`src/tcse_pkg.sv`:
```
package tcse_pkg;

    localparam int VAL_W     = 32;
    localparam int IDX_W     = 10;
    localparam int NUM_W     = 11;
    localparam int CFG_IDX_W = 2;
    localparam int WIDE_W    = 40;
    localparam int HALF_W    = 20;
    localparam int PART_W    = HALF_W + VAL_W;
    localparam int ACC_W     = WIDE_W + VAL_W;
    localparam int DIV_W     = 36;
    localparam int DIG_W     = 4;
    localparam int CNT_W     = 4;
    localparam int WIN_N     = 6;
    localparam int WIN_IDX_W = 3;

    localparam int MIN_POINTS = 5;
    localparam int WIN_BACK   = 2;

    localparam logic [CNT_W-1:0] READ_LAST   = CNT_W'(WIN_N);
    localparam logic [CNT_W-1:0] DIV_LAST    = CNT_W'(DIV_W / DIG_W - 1);
    localparam logic [CNT_W-1:0] HORNER_LAST = CNT_W'(2);

    localparam logic [NUM_W-1:0] NUM_POINTS_RST  = NUM_W'(5);
    localparam logic [VAL_W-1:0] INV_SPACING_RST = VAL_W'(65536);

    // product magnitude clip, well past the saturation point of the results
    localparam logic [WIDE_W-1:0] MUL_CAP = WIDE_W'(64'h40_0000_0000);

    localparam logic signed [WIDE_W-1:0] SAT_HI = 40'sd2147483647;
    localparam logic signed [WIDE_W-1:0] SAT_LO = -40'sd2147483648;

    typedef enum logic [CFG_IDX_W-1:0] {
        CFG_NUM_POINTS  = 2'd0,
        CFG_X_ORIGIN    = 2'd1,
        CFG_INV_SPACING = 2'd2
    } cfg_reg_t;

    typedef enum logic [4:0] {
        OP_NONE,
        OP_LOAD,
        OP_CAPTURE,
        OP_LOC_LO,
        OP_LOC_HI,
        OP_CELL,
        OP_READ,
        OP_PREP,
        OP_DIV,
        OP_FIN,
        OP_V_LO,
        OP_V_HI,
        OP_V_ADD,
        OP_H_LO,
        OP_H_HI,
        OP_H_ADD,
        OP_OUT
    } dp_op_t;

    typedef struct packed {
        dp_op_t             op;
        logic [CNT_W-1:0]   idx;
    } dp_cmd_t;

    typedef enum logic [3:0] {
        ST_IDLE,
        ST_LOC_LO,
        ST_LOC_HI,
        ST_CELL,
        ST_READ,
        ST_PREP,
        ST_DIV,
        ST_FIN,
        ST_V_LO,
        ST_V_HI,
        ST_V_ADD,
        ST_H_LO,
        ST_H_HI,
        ST_H_ADD,
        ST_OUT
    } ctrl_state_t;

    typedef enum logic [1:0] {
        SK_FWD,
        SK_BWD,
        SK_HALF,
        SK_INNER
    } slope_kind_t;

    function automatic logic [VAL_W-1:0] sat_val(input logic signed [WIDE_W-1:0] v);
        logic [VAL_W-1:0] r;
        if (v > SAT_HI)
        begin
            r = VAL_W'(32'h7FFF_FFFF);
        end
        else if (v < SAT_LO)
        begin
            r = VAL_W'(32'h8000_0000);
        end
        else
        begin
            r = v[VAL_W-1:0];
        end
        return r;
    endfunction

endpackage

```
`src/tcse_ctrl.sv`:
```
module tcse_ctrl import tcse_pkg::*; (
    input  logic    clk,
    input  logic    rst_n,
    input  logic    in_valid,
    input  logic    action,
    output logic    in_stall,
    output logic    out_valid,
    input  logic    out_stall,
    output dp_cmd_t cmd
);

    ctrl_state_t      state_reg, state_next;
    logic [CNT_W-1:0] cnt_reg, cnt_next;
    logic             out_valid_reg, out_valid_next;

    always_ff @(posedge clk or negedge rst_n)
    begin
        if (!rst_n)
        begin
            state_reg     <= ST_IDLE;
            cnt_reg       <= '0;
            out_valid_reg <= 1'b0;
        end
        else
        begin
            state_reg     <= state_next;
            cnt_reg       <= cnt_next;
            out_valid_reg <= out_valid_next;
        end
    end

    always_comb
    begin
        state_next     = state_reg;
        cnt_next       = cnt_reg;
        out_valid_next = out_valid_reg && out_stall;
        cmd.op         = OP_NONE;
        cmd.idx        = cnt_reg;
        in_stall       = (state_reg != ST_IDLE);

        case (state_reg)
            ST_IDLE:
            begin
                if (in_valid)
                begin
                    if (action)
                    begin
                        cmd.op     = OP_CAPTURE;
                        state_next = ST_LOC_LO;
                    end
                    else
                    begin
                        cmd.op = OP_LOAD;
                    end
                end
            end
            ST_LOC_LO:
            begin
                cmd.op     = OP_LOC_LO;
                state_next = ST_LOC_HI;
            end
            ST_LOC_HI:
            begin
                cmd.op     = OP_LOC_HI;
                state_next = ST_CELL;
            end
            ST_CELL:
            begin
                cmd.op     = OP_CELL;
                cnt_next   = '0;
                state_next = ST_READ;
            end
            ST_READ:
            begin
                cmd.op = OP_READ;
                if (cnt_reg == READ_LAST)
                begin
                    cnt_next   = '0;
                    state_next = ST_PREP;
                end
                else
                begin
                    cnt_next = cnt_reg + CNT_W'(1);
                end
            end
            ST_PREP:
            begin
                cmd.op     = OP_PREP;
                cnt_next   = '0;
                state_next = ST_DIV;
            end
            ST_DIV:
            begin
                cmd.op = OP_DIV;
                if (cnt_reg == DIV_LAST)
                begin
                    cnt_next   = '0;
                    state_next = ST_FIN;
                end
                else
                begin
                    cnt_next = cnt_reg + CNT_W'(1);
                end
            end
            ST_FIN:
            begin
                cmd.op     = OP_FIN;
                cnt_next   = '0;
                state_next = ST_V_LO;
            end
            ST_V_LO:
            begin
                cmd.op     = OP_V_LO;
                state_next = ST_V_HI;
            end
            ST_V_HI:
            begin
                cmd.op     = OP_V_HI;
                state_next = ST_V_ADD;
            end
            ST_V_ADD:
            begin
                cmd.op = OP_V_ADD;
                if (cnt_reg == HORNER_LAST)
                begin
                    cnt_next   = '0;
                    state_next = ST_H_LO;
                end
                else
                begin
                    cnt_next   = cnt_reg + CNT_W'(1);
                    state_next = ST_V_LO;
                end
            end
            ST_H_LO:
            begin
                cmd.op     = OP_H_LO;
                state_next = ST_H_HI;
            end
            ST_H_HI:
            begin
                cmd.op     = OP_H_HI;
                state_next = ST_H_ADD;
            end
            ST_H_ADD:
            begin
                cmd.op = OP_H_ADD;
                if (cnt_reg == HORNER_LAST)
                begin
                    cnt_next   = '0;
                    state_next = ST_OUT;
                end
                else
                begin
                    cnt_next   = cnt_reg + CNT_W'(1);
                    state_next = ST_H_LO;
                end
            end
            ST_OUT:
            begin
                // hold until the previous result transaction has gone
                if (!(out_valid_reg && out_stall))
                begin
                    cmd.op         = OP_OUT;
                    out_valid_next = 1'b1;
                    state_next     = ST_IDLE;
                end
            end
            default:
            begin
                state_next = ST_IDLE;
            end
        endcase
    end

    assign out_valid = out_valid_reg;

endmodule

```
`config.mk`:
```
export PLATFORM = sky130hd
export DESIGN_NAME = tcse_ctrl
export DESIGN_NICKNAME = d
export VERILOG_FILES = /design/src/tcse_pkg.sv /design/src/tcse_ctrl.sv
export SDC_FILE = /design/constraint.sdc
export NUM_CORES = 1
export LEC_CHECK = 0
export ABC_CLOCK_PERIOD_IN_PS = 5500
export BUFFER_PORTS_ARGS = -buffer_cell sky130_fd_sc_hd__buf_2
export CORE_MARGIN = 5
export CORE_UTILIZATION = 35
export CTS_CLUSTER_SIZE = 28
export DETAILED_ROUTE_END_ITERATION = 10
export MAX_ROUTING_LAYER = met4
export SLEW_MARGIN = 25
export SYNTH_ARGS = -nofsm -noshare
export SYNTH_HDL_FRONTEND = slang
export SYNTH_SLANG_ARGS = --single-unit
export TNS_END_PERCENT = 1
```
`constraint.sdc`:
```
create_clock -name clk -period 5.5 [get_ports clk]
set_clock_uncertainty 0.2 [all_clocks]
set_input_delay 0.825 -clock clk [delete_from_list [all_inputs] [get_ports clk]]
set_output_delay 0.825 -clock clk [all_outputs]
set_load 0.1 [all_outputs]
```
==> impl_metrics.py, run 1 <==
metrics = {
    "detailed_routing": {
        "drtAntennaViolNets": 0,
        "vias": 663,
        "wl_per_cell_um": 12.0,
        "post-route-drc-count": 0,
        "drtPass1Iterations": 4,
        "drt-total-wl_um": 1530,
        "viasPerCell": 5.22,
        "drt_iter0_drc": 6,
    },
    "critical_path": {
        "startpoint": "state_reg[1]",
        "start_kind": "flop",
        "cp_max_fo": 17,
        "reg2reg_from": "cnt_reg[0]",
        "crit_arrival_ps": 2030,
        "end_kind": "output port",
        "crit_type": "reg2out",
        "cp_data_required_time_ps": 4470,
        "ff2ff_setup_slack_ps": 3470,
    },
    "layout": {
        "synthToLayoutAreaGrowth_pct": 12.6,
        "fillers": 215,
        "multi_input_area_um2": 467,
        "seqCellArea_um2": 225,
        "num-nets-final": 109,
        "drive_gt1_share_pct": 23.0,
        "diodes": 0,
    },
    "timing": {
        "finalCriticalPeriod_ps": 3050,
        "finalSetupViolCount": 0,
        "fin_tns_setup_ps": 0,
        "hold_viol_final": 0,
        "timing.slew.headroom_pct": 62.1,
        "fmax_mhz": 328,
        "rsz0062_at_grt": "false",
        "worstMarginPinSlew_ps": 568,
        "slew_violations": 0,
        "period_share_pct": 55.5,
    },
    "logic_synthesis": {
        "syn_avg_cell_area_um2": 8.57,
        "synth_adder_area_share_pct": 4.98,
        "synth_edf_count": 0,
        "syn_nets": 96,
        "yosysTopAreaCell": "dfrtp_1",
        "ys.flop_type": "dfrtp_1",
        "yosys_warnings": 0,
        "synth-simple-area-share_pct": 28.5,
        "synth_commonest_cells": "9 x dfrtp_1, 9 x nand2_1, 7 x a21oi_1, 6 x inv_1, 6 x o21ai_0",
        "synth_top_family_by_area": "simple AND/OR/NAND/NOR gates",
        "ys_async_sr_fraction_pct": 100,
        "yosysTopAreaCellShare_pct": 29.9,
        "synthMuxAreaShare_pct": 1.33,
        "ys_seq_area_share_pct": 29.9,
        "synth_area_leaders": "dfrtp_1 30%, ha_1 5.0%, a21oi_1 4.6%, nand2_1 4.5%, o21ai_0 4.0%",
        "synth-compound-area-share_pct": 23.5,
        "synth_seq_cells": 9,
        "synth_cell_types": 37,
        "synth_area_um2": 754,
        "synthCells": 88,
        "post_synth_xor_area_fraction_pct": 3.48,
    },
    "min_path": {
        "hp-class": "in2async",
    },
    "grt": {
        "antenna_found_initial": 0,
        "globalRouteOverflowTotal": 0,
        "grt_pass1_wl_um": 2570,
        "grt_pass1_vias": 627,
        "track_usage_pct": 10.4,
        "grt_max_degree": 20,
    },
    "clock_tree": {
        "cts_tree": "built",
        "hold_buffers": 0,
        "clock_sinks": 9,
        "cts_buffers": 3,
        "clock_path_buffers": 2,
        "cts_root_buf": "clkbuf_4",
        "clk_latency_ps": 260,
        "clk_pin_slew_ps": 60,
        "ctsResizeCount": 0,
        "cts_setup_buffers": 0,
        "h-tree-depth": 1,
    },
    "floorplanning": {
        "dieArea_um2": 3180,
        "row_count": 16,
        "coreArea_um2": 2000,
        "start_util_pct": 37.7,
        "die_h_um": 56.4,
        "ios": 16,
        "die-width_um": 56.4,
    },
    "placed_design": {
        "gp_congestion": 0.754,
        "dp.final_hpwl_um": 1140,
        "io_buffers": 15,
    },
    "run_status": {
        "status": "finished, final reports clean",
    },
    "flow_run": {
        "max_cap_violations": 0,
    },
}
[kinds of logic (layout without fill, tap and decap cells)]
kind of cell    Yosys count  in the layout
compound gates           25             25
xor+xnor                  3              3
fa+ha+maj                 3              3
buf+inv                  13             25
flops                     9              9
mux                       1              1
simple gates             34             34
[cells in the final DEF (no fill, tap or decap), types with 2 or more instances in the layout]
master,netlist,layout
a21oi_1,7,7
buf_2,5,15
clkbuf_4,0,3
dfrtp_1,9,9
ha_1,3,3
inv_1,6,6
nand2_1,9,9
nand2b_1,2,2
nand3_1,3,3
nand3b_1,2,2
nand4b_1,2,2
nor2_1,5,5
o21a_1,2,2
o21ai_0,6,6
o21ai_1,2,2
o22ai_1,2,2
xor2_1,2,2
[path summary, 6_finish.rpt]
check | cells after the start | end
min | 1 | state_reg[1]
max reg2reg | 7 | cnt_reg[2]
min reg2reg | 1 | cnt_reg[0]
max | 4 | cmd[8]
min in group clk | 1 | cnt_reg[0]
max in group asynchronous | 1 | cnt_reg[0]
[metrics by stage]
step | instances | setup WS, ps | area (µm²) | hold WS, ps | util (%)
finish | 127 | 2450 | 850 | 198 | 42.4
global route | 127 | 2220 | 850 | 195 | 42.4
CTS | 127 | 2420 | 850 | 195 | 42.4
detailed placement | 123 | 2650 | 823 | 361 | 41.1
global placement | 123 | 2690 | 823 | 359 | 41.1
floorplan | 88 | 1260 | 754 | 329 | -
[routing by layer]
layer	global-route usage (%)	up-vias	part of all wire [%]
li1	-	339	-
met1	11.2	310	49
met2	17.2	12	46
met3	2.75	2	3.8
met4	5.76	0	1.2
met5	-	-	0
[cell type report]
type	instances	share of cell area, %
multi-input cells	66	54.9
flip-flops and latches	9	26.5
repair buffers	15	8.84
well taps	27	3.98
clock buffers	4	3.09
inverters	6	2.65
[critical path, cell delays in order, from the launching register on]
cell and delay, ps:
dfrtp_1 660, nor2b_1 340, nand3_1 170, a21oi_1 160
buf_2 440
Power of run 1 is not shown: default switching activity piles up to over one toggle a cycle in this logic, so the estimate is an artifact.
==> run 2, diff against run 1 <==
--- a/config.mk
+++ b/config.mk
@@ -5,7 +5,8 @@
 export SDC_FILE = /design/constraint.sdc
 export NUM_CORES = 1
 export LEC_CHECK = 0
-export ABC_CLOCK_PERIOD_IN_PS = 5500
+export ABC_AREA = 1
+export ABC_CLOCK_PERIOD_IN_PS = 2700
 export BUFFER_PORTS_ARGS = -buffer_cell sky130_fd_sc_hd__buf_2
 export CORE_MARGIN = 5
 export CORE_UTILIZATION = 35
==> constraint.sdc (replaced) <==
create_clock -name clk -period 2.7 [get_ports clk]
set_clock_uncertainty 0.2 [all_clocks]
set_input_delay 0.405 -clock clk [delete_from_list [all_inputs] [get_ports clk]]
set_output_delay 0.405 -clock clk [all_outputs]
set_load 0.1 [all_outputs]
==> run 2 against run 1 <==
Worst setup slack worse by 2200 ps. Synthesized cell count is 52% higher. Worst hold slack worse by 30 ps. Wire length is 35% higher. Die area is 6.5% higher. Critical path type unchanged. Critical endpoint is now cmd[4]. Highest routed layer unchanged.
==> impl_metrics.py, run 2 <==
metrics = {
    "run_status": {
        "status": "finished, final reports clean",
    },
    "timing": {
        "finalCriticalPeriod_ps": 2460,
        "rsz0062_at_grt": "false",
        "period_share_pct": 91.2,
        "timing.slew.headroom_pct": 67.3,
        "fmax_mhz": 406,
        "fin_tns_setup_ps": 0,
        "hold-worst-slack_ps": 168,
        "worst_slack_ps": 238,
        "finalSetupViolCount": 0,
        "slew_violations": 0,
        "worstMarginPinSlew_ps": 494,
        "hold_viol_final": 0,
    },
    "grt": {
        "globalRouteOverflowTotal": 0,
        "grt_pass1_vias": 855,
        "antenna_found_initial": 0,
        "track_usage_pct": 14.3,
        "grt_max_degree": 10,
        "grt_pass1_wl_um": 3700,
    },
    "layout": {
        "fillers": 254,
        "diodes": 0,
        "num-nets-final": 162,
        "multi_input_area_um2": 527,
        "layout.cells.most_common": "nand2_1",
        "synthToLayoutAreaGrowth_pct": 19.5,
        "drive_gt1_share_pct": 24.8,
        "seqCellArea_um2": 225,
        "final_cell_mix": "46 x nand2_1, 17 x nor2_1, 16 x inv_1",
    },
    "critical_path": {
        "cp_data_required_time_ps": 2100,
        "reg2regPathDepth": 9,
        "cp_max_fo": 6,
        "crit_type": "reg2out",
        "crit_arrival_ps": 1860,
        "end_kind": "output port",
        "start_kind": "flop",
    },
    "clock_tree": {
        "clock_sinks": 9,
        "cts_tree": "built",
        "h-tree-depth": 1,
        "clk_latency_ps": 260,
        "clk_pin_slew_ps": 60,
        "cts_buffers": 3,
        "ctsResizeCount": 0,
        "clock_path_buffers": 2,
        "cts_root_buf": "clkbuf_4",
    },
    "detailed_routing": {
        "drt_iter0_drc": 15,
        "post-route-drc-count": 0,
        "viasPerCell": 4.91,
        "drt-total-wl_um": 2070,
        "drtPass1Iterations": 4,
        "drtAntennaViolNets": 0,
        "wl_per_cell_um": 11.4,
        "vias": 888,
    },
    "logic_synthesis": {
        "synth_commonest_cells": "46 x nand2_1, 18 x nor2_1, 16 x inv_1, 9 x dfrtp_1, 9 x nand3_1",
        "synth_cell_types": 22,
        "synth_seq_cells": 9,
        "syn_avg_cell_area_um2": 6.08,
        "synth_area_um2": 815,
        "ys_async_sr_fraction_pct": 100,
        "syn_nets": 142,
        "yosys_warnings": 0,
        "synthCells": 134,
        "yosysTopAreaCellShare_pct": 27.6,
        "ys_seq_area_share_pct": 27.6,
        "synth_edf_count": 0,
        "yosysTopAreaCell": "dfrtp_1",
        "ys.flop_type": "dfrtp_1",
        "synth_area_leaders": "dfrtp_1 28%, nand2_1 21%, nor2_1 8.3%, inv_1 7.4%, nand3_1 5.5%",
        "synth_most_common_cell": "nand2_1",
    },
    "placed_design": {
        "gp_congestion": 0.826,
        "dp.final_hpwl_um": 1690,
        "dp_slack_ps": 521,
        "io_buffers": 15,
    },
    "floorplanning": {
        "coreArea_um2": 2210,
        "dieArea_um2": 3390,
        "die-width_um": 58.2,
        "ios": 16,
        "start_util_pct": 36.8,
        "row_count": 17,
        "die_h_um": 58.2,
    },
    "min_path": {
        "hp-class": "in2reg",
        "hold_depth": 3,
    },
    "flow_run": {
        "max_cap_violations": 0,
    },
}
run 2: layout make-up:
| type | instances | area share, % |
|---|---|---|
| Tap cell | 28 | 3.60 |
| Inverter | 20 | 7.71 |
| Clock buffer | 4 | 2.70 |
| Timing Repair Buffer | 16 | 8.74 |
| Sequential cell | 9 | 23.1 |
| Multi-Input combinational cell | 104 | 54.1 |
run 2: path summary, 6_finish.rpt:
kind | start | endpoint | slack, ps
hold reg to reg | out_valid | out_valid | 300
min in group asynchronous | rst_n | cnt_reg[3] | 320
setup reg to reg | cnt_reg[0] | cnt_reg[2] | 1010
setup / recovery | state_reg[0] | cmd[4] | 240
hold / removal | out_stall | out_valid | 170
max in group asynchronous | rst_n | cnt_reg[1] | 1800
run 2: metal layers:
metal  wire (µm)  global-route usage [%]  part of all wire (%)
met5           0                       -                     0
met4          23                    3.97                   1.1
met3          95                    3.12                   4.6
met2        1070                    25.6                    52
met1         881                    15.7                    43
run 2: metrics by stage:
step                utilization [%]  instance area (µm²)  std cells
finish                         44.0                  973        181
global route                   44.0                  973        181
CTS                            44.0                  973        181
detailed placement             42.4                  937        176
global placement               42.4                  937        176
floorplan                         -                  832        134
run 2: kinds of logic after synthesis:
logic type | Yosys count | synth area share, %
AO/OA/AOI/OAI | 9 | 6.76
buffers and inverters | 21 | 9.83
AND/OR/NAND/NOR | 91 | 50.1
flip-flops | 9 | 27.7
adder cells (fa/ha/maj) | 3 | 4.61
XOR/XNOR | 1 | 1.08
run 2: repair_timing:
action | in CTS | in global routing
hold buffers | 1 | 0
endpoints found under the hold margin | 9 | 0
setup buffers | 0 | 0
run 2: critical path, stage by stage (launching register included):
cell and delay (ps):
dfrtp_1 480, nor2_2 210, nand2_1 120, nor2_1 100
a21oi_1 100, a31oi_4 140, buf_2 440
Power of run 2 is left out for the same reason.
==> run 3, diff against run 2 <==
--- a/config.mk
+++ b/config.mk
@@ -6,7 +6,7 @@
 export NUM_CORES = 1
 export LEC_CHECK = 0
 export ABC_AREA = 1
-export ABC_CLOCK_PERIOD_IN_PS = 2700
+export ABC_CLOCK_PERIOD_IN_PS = 2200
 export BUFFER_PORTS_ARGS = -buffer_cell sky130_fd_sc_hd__buf_2
 export CORE_MARGIN = 5
 export CORE_UTILIZATION = 35
==> constraint.sdc (replaced) <==
create_clock -name clk -period 2.2 [get_ports clk]
set_clock_uncertainty 0.2 [all_clocks]
set_input_delay 0.33 -clock clk [delete_from_list [all_inputs] [get_ports clk]]
set_output_delay 0.33 -clock clk [all_outputs]
set_load 0.1 [all_outputs]
==> run 3 against run 2 <==
First-iteration DRC count grew 73%. Largest cell class unchanged. Worst setup slack lost 130 ps. Final area grew 5.4%. Via count grew 0.23%. Utilization grew 2.4 points. Count of clock-buffer cells in the layout is the same. Global-route usage shrank 0.78 points. Wire length shrank 4.5%.
==> impl_metrics.py, run 3 (synthesized netlist as in run 2, its figures left out) <==
metrics = {
    "run_status": {
        "status": "finished, final reports clean",
    },
    "grt": {
        "grt_max_degree": 10,
        "antenna_found_initial": 0,
        "globalRouteOverflowTotal": 0,
        "track_usage_pct": 13.5,
        "grt_pass1_wl_um": 3530,
        "grt_pass1_vias": 834,
    },
    "critical_path": {
        "max_stage_delay_ps": 460,
        "slowest_stage": "dfrtp_1",
        "start_kind": "flop",
        "path_cells": "nor2_2 > nand2_2 > nor2_1 > a21oi_1 > a31oi_4 > buf_12",
        "end_kind": "output port",
        "cp_max_fo": 7,
        "crit_type": "reg2out",
        "reg2regPathDepth": 8,
        "cp_data_required_time_ps": 1670,
        "crit_arrival_ps": 1560,
    },
    "min_path": {
        "hp-class": "in2reg",
        "hold_depth": 3,
    },
    "floorplanning": {
        "dieArea_um2": 3390,
        "die_h_um": 58.2,
        "die-width_um": 58.2,
        "coreArea_um2": 2210,
        "start_util_pct": 36.8,
        "row_count": 17,
        "ios": 16,
    },
    "layout": {
        "final_cell_mix": "45 x nand2_1, 16 x inv_1, 16 x nor2_1",
        "num-nets-final": 162,
        "diodes": 0,
        "fillers": 236,
        "layout.cells.most_common": "nand2_1",
        "synthToLayoutAreaGrowth_pct": 26.0,
        "drive_gt1_share_pct": 28.8,
    },
    "clock_tree": {
        "clock_sinks": 9,
        "cts_tree": "built",
        "clk_latency_ps": 260,
        "cts_root_buf": "clkbuf_4",
        "cts_buffers": 3,
        "h-tree-depth": 1,
        "clk_pin_slew_ps": 60,
        "cts_setup_buffers": 0,
        "clock_path_buffers": 2,
    },
    "flow_run": {
        "max_cap_violations": 0,
    },
    "detailed_routing": {
        "post-route-drc-count": 0,
        "viasPerCell": 4.92,
        "vias": 890,
        "drt_iter0_drc": 26,
        "drtAntennaViolNets": 0,
        "drt-total-wl_um": 1970,
        "wl_per_cell_um": 10.9,
        "drtPass1Iterations": 4,
    },
    "timing": {
        "period_share_pct": 95.2,
        "worst_slack_ps": 106,
        "worstMarginPinSlew_ps": 488,
        "rsz0062_at_grt": "false",
        "fmax_mhz": 478,
        "timing.slew.headroom_pct": 67.7,
        "hold_viol_final": 0,
        "finalSetupViolCount": 0,
        "slew_violations": 0,
        "finalCriticalPeriod_ps": 2090,
    },
    "placed_design": {
        "dp.final_hpwl_um": 1640,
        "gp_congestion": 0.844,
        "dp_slack_ps": 285,
        "io_buffers": 15,
    },
}
[run 3: cell types whose count changed in the layout (fill, tap and decap cells not counted), moves of 2 or more]
cell     delta
buf_2       -3
buf_12      +2
dfrtp_2     +3
dfrtp_1     -3
[run 3: per-layer routing]
metal  track usage [%]  share of wire (%)
met1              16.0                 43
met2              23.1                 49
met3              3.12                7.0
met4              2.98               0.86
met5                 -                  0
[run 3: worst paths after layout]
| kind | from | endpoint | slack, ps |
|---|---|---|---|
| hold / removal | out_stall | out_valid | 90 |
| hold reg to reg | out_valid | out_valid | 300 |
| setup / recovery | state_reg[2] | cmd[4] | 110 |
| max in group asynchronous | rst_n | state_reg[1] | 1370 |
| min in group asynchronous | rst_n | state_reg[3] | 240 |
| setup reg to reg | state_reg[2] | cnt_reg[2] | 540 |
[run 3: worst max-delay path, delay by kind of cell, from the launching register on]
family	cells	cell delay (ps)
compound gates	2	260
buf+inv	1	190
flops	1	460
simple gates	3	380
[run 3: final cells by class]
class / instances / area (µm²) / share of cell area [%]
flip-flops and latches: 9 / 229 / 22.3
inverters: 20 / 75.1 / 7.32
multi-input cells: 104 / 543 / 52.9
clock buffers: 4 / 26.3 / 2.56
repair buffers: 16 / 118 / 11.5
well taps: 28 / 35.0 / 3.41
[run 3: what timing repair did]
| action | in CTS | in global routing |
|---|---|---|
| setup endpoints to repair | 1 | 1 |
| hold buffers | 1 | 0 |
| resized for setup | 1 | 5 |
| endpoints found under the hold margin | 9 | 0 |
[run 3: through the flow]
step / util (%) / hold slack [ps] / cells / setup TNS [ps] / instance area, µm²
3_3_place_gp: 44.1 / -10.4 / 176 / 0 / 976
5_1_grt: 46.4 / 138 / 181 / 0 / 1030
6_report: 46.4 / 94.7 / 181 / 0 / 1030
3_5_place_dp: 44.1 / -8.86 / 176 / 0 / 976
4_1_cts: 45.9 / 93.6 / 181 / 0 / 1010
2_1_floorplan: - / -166 / 134 / -618 / 841
Power of run 3 is left out for the same reason.
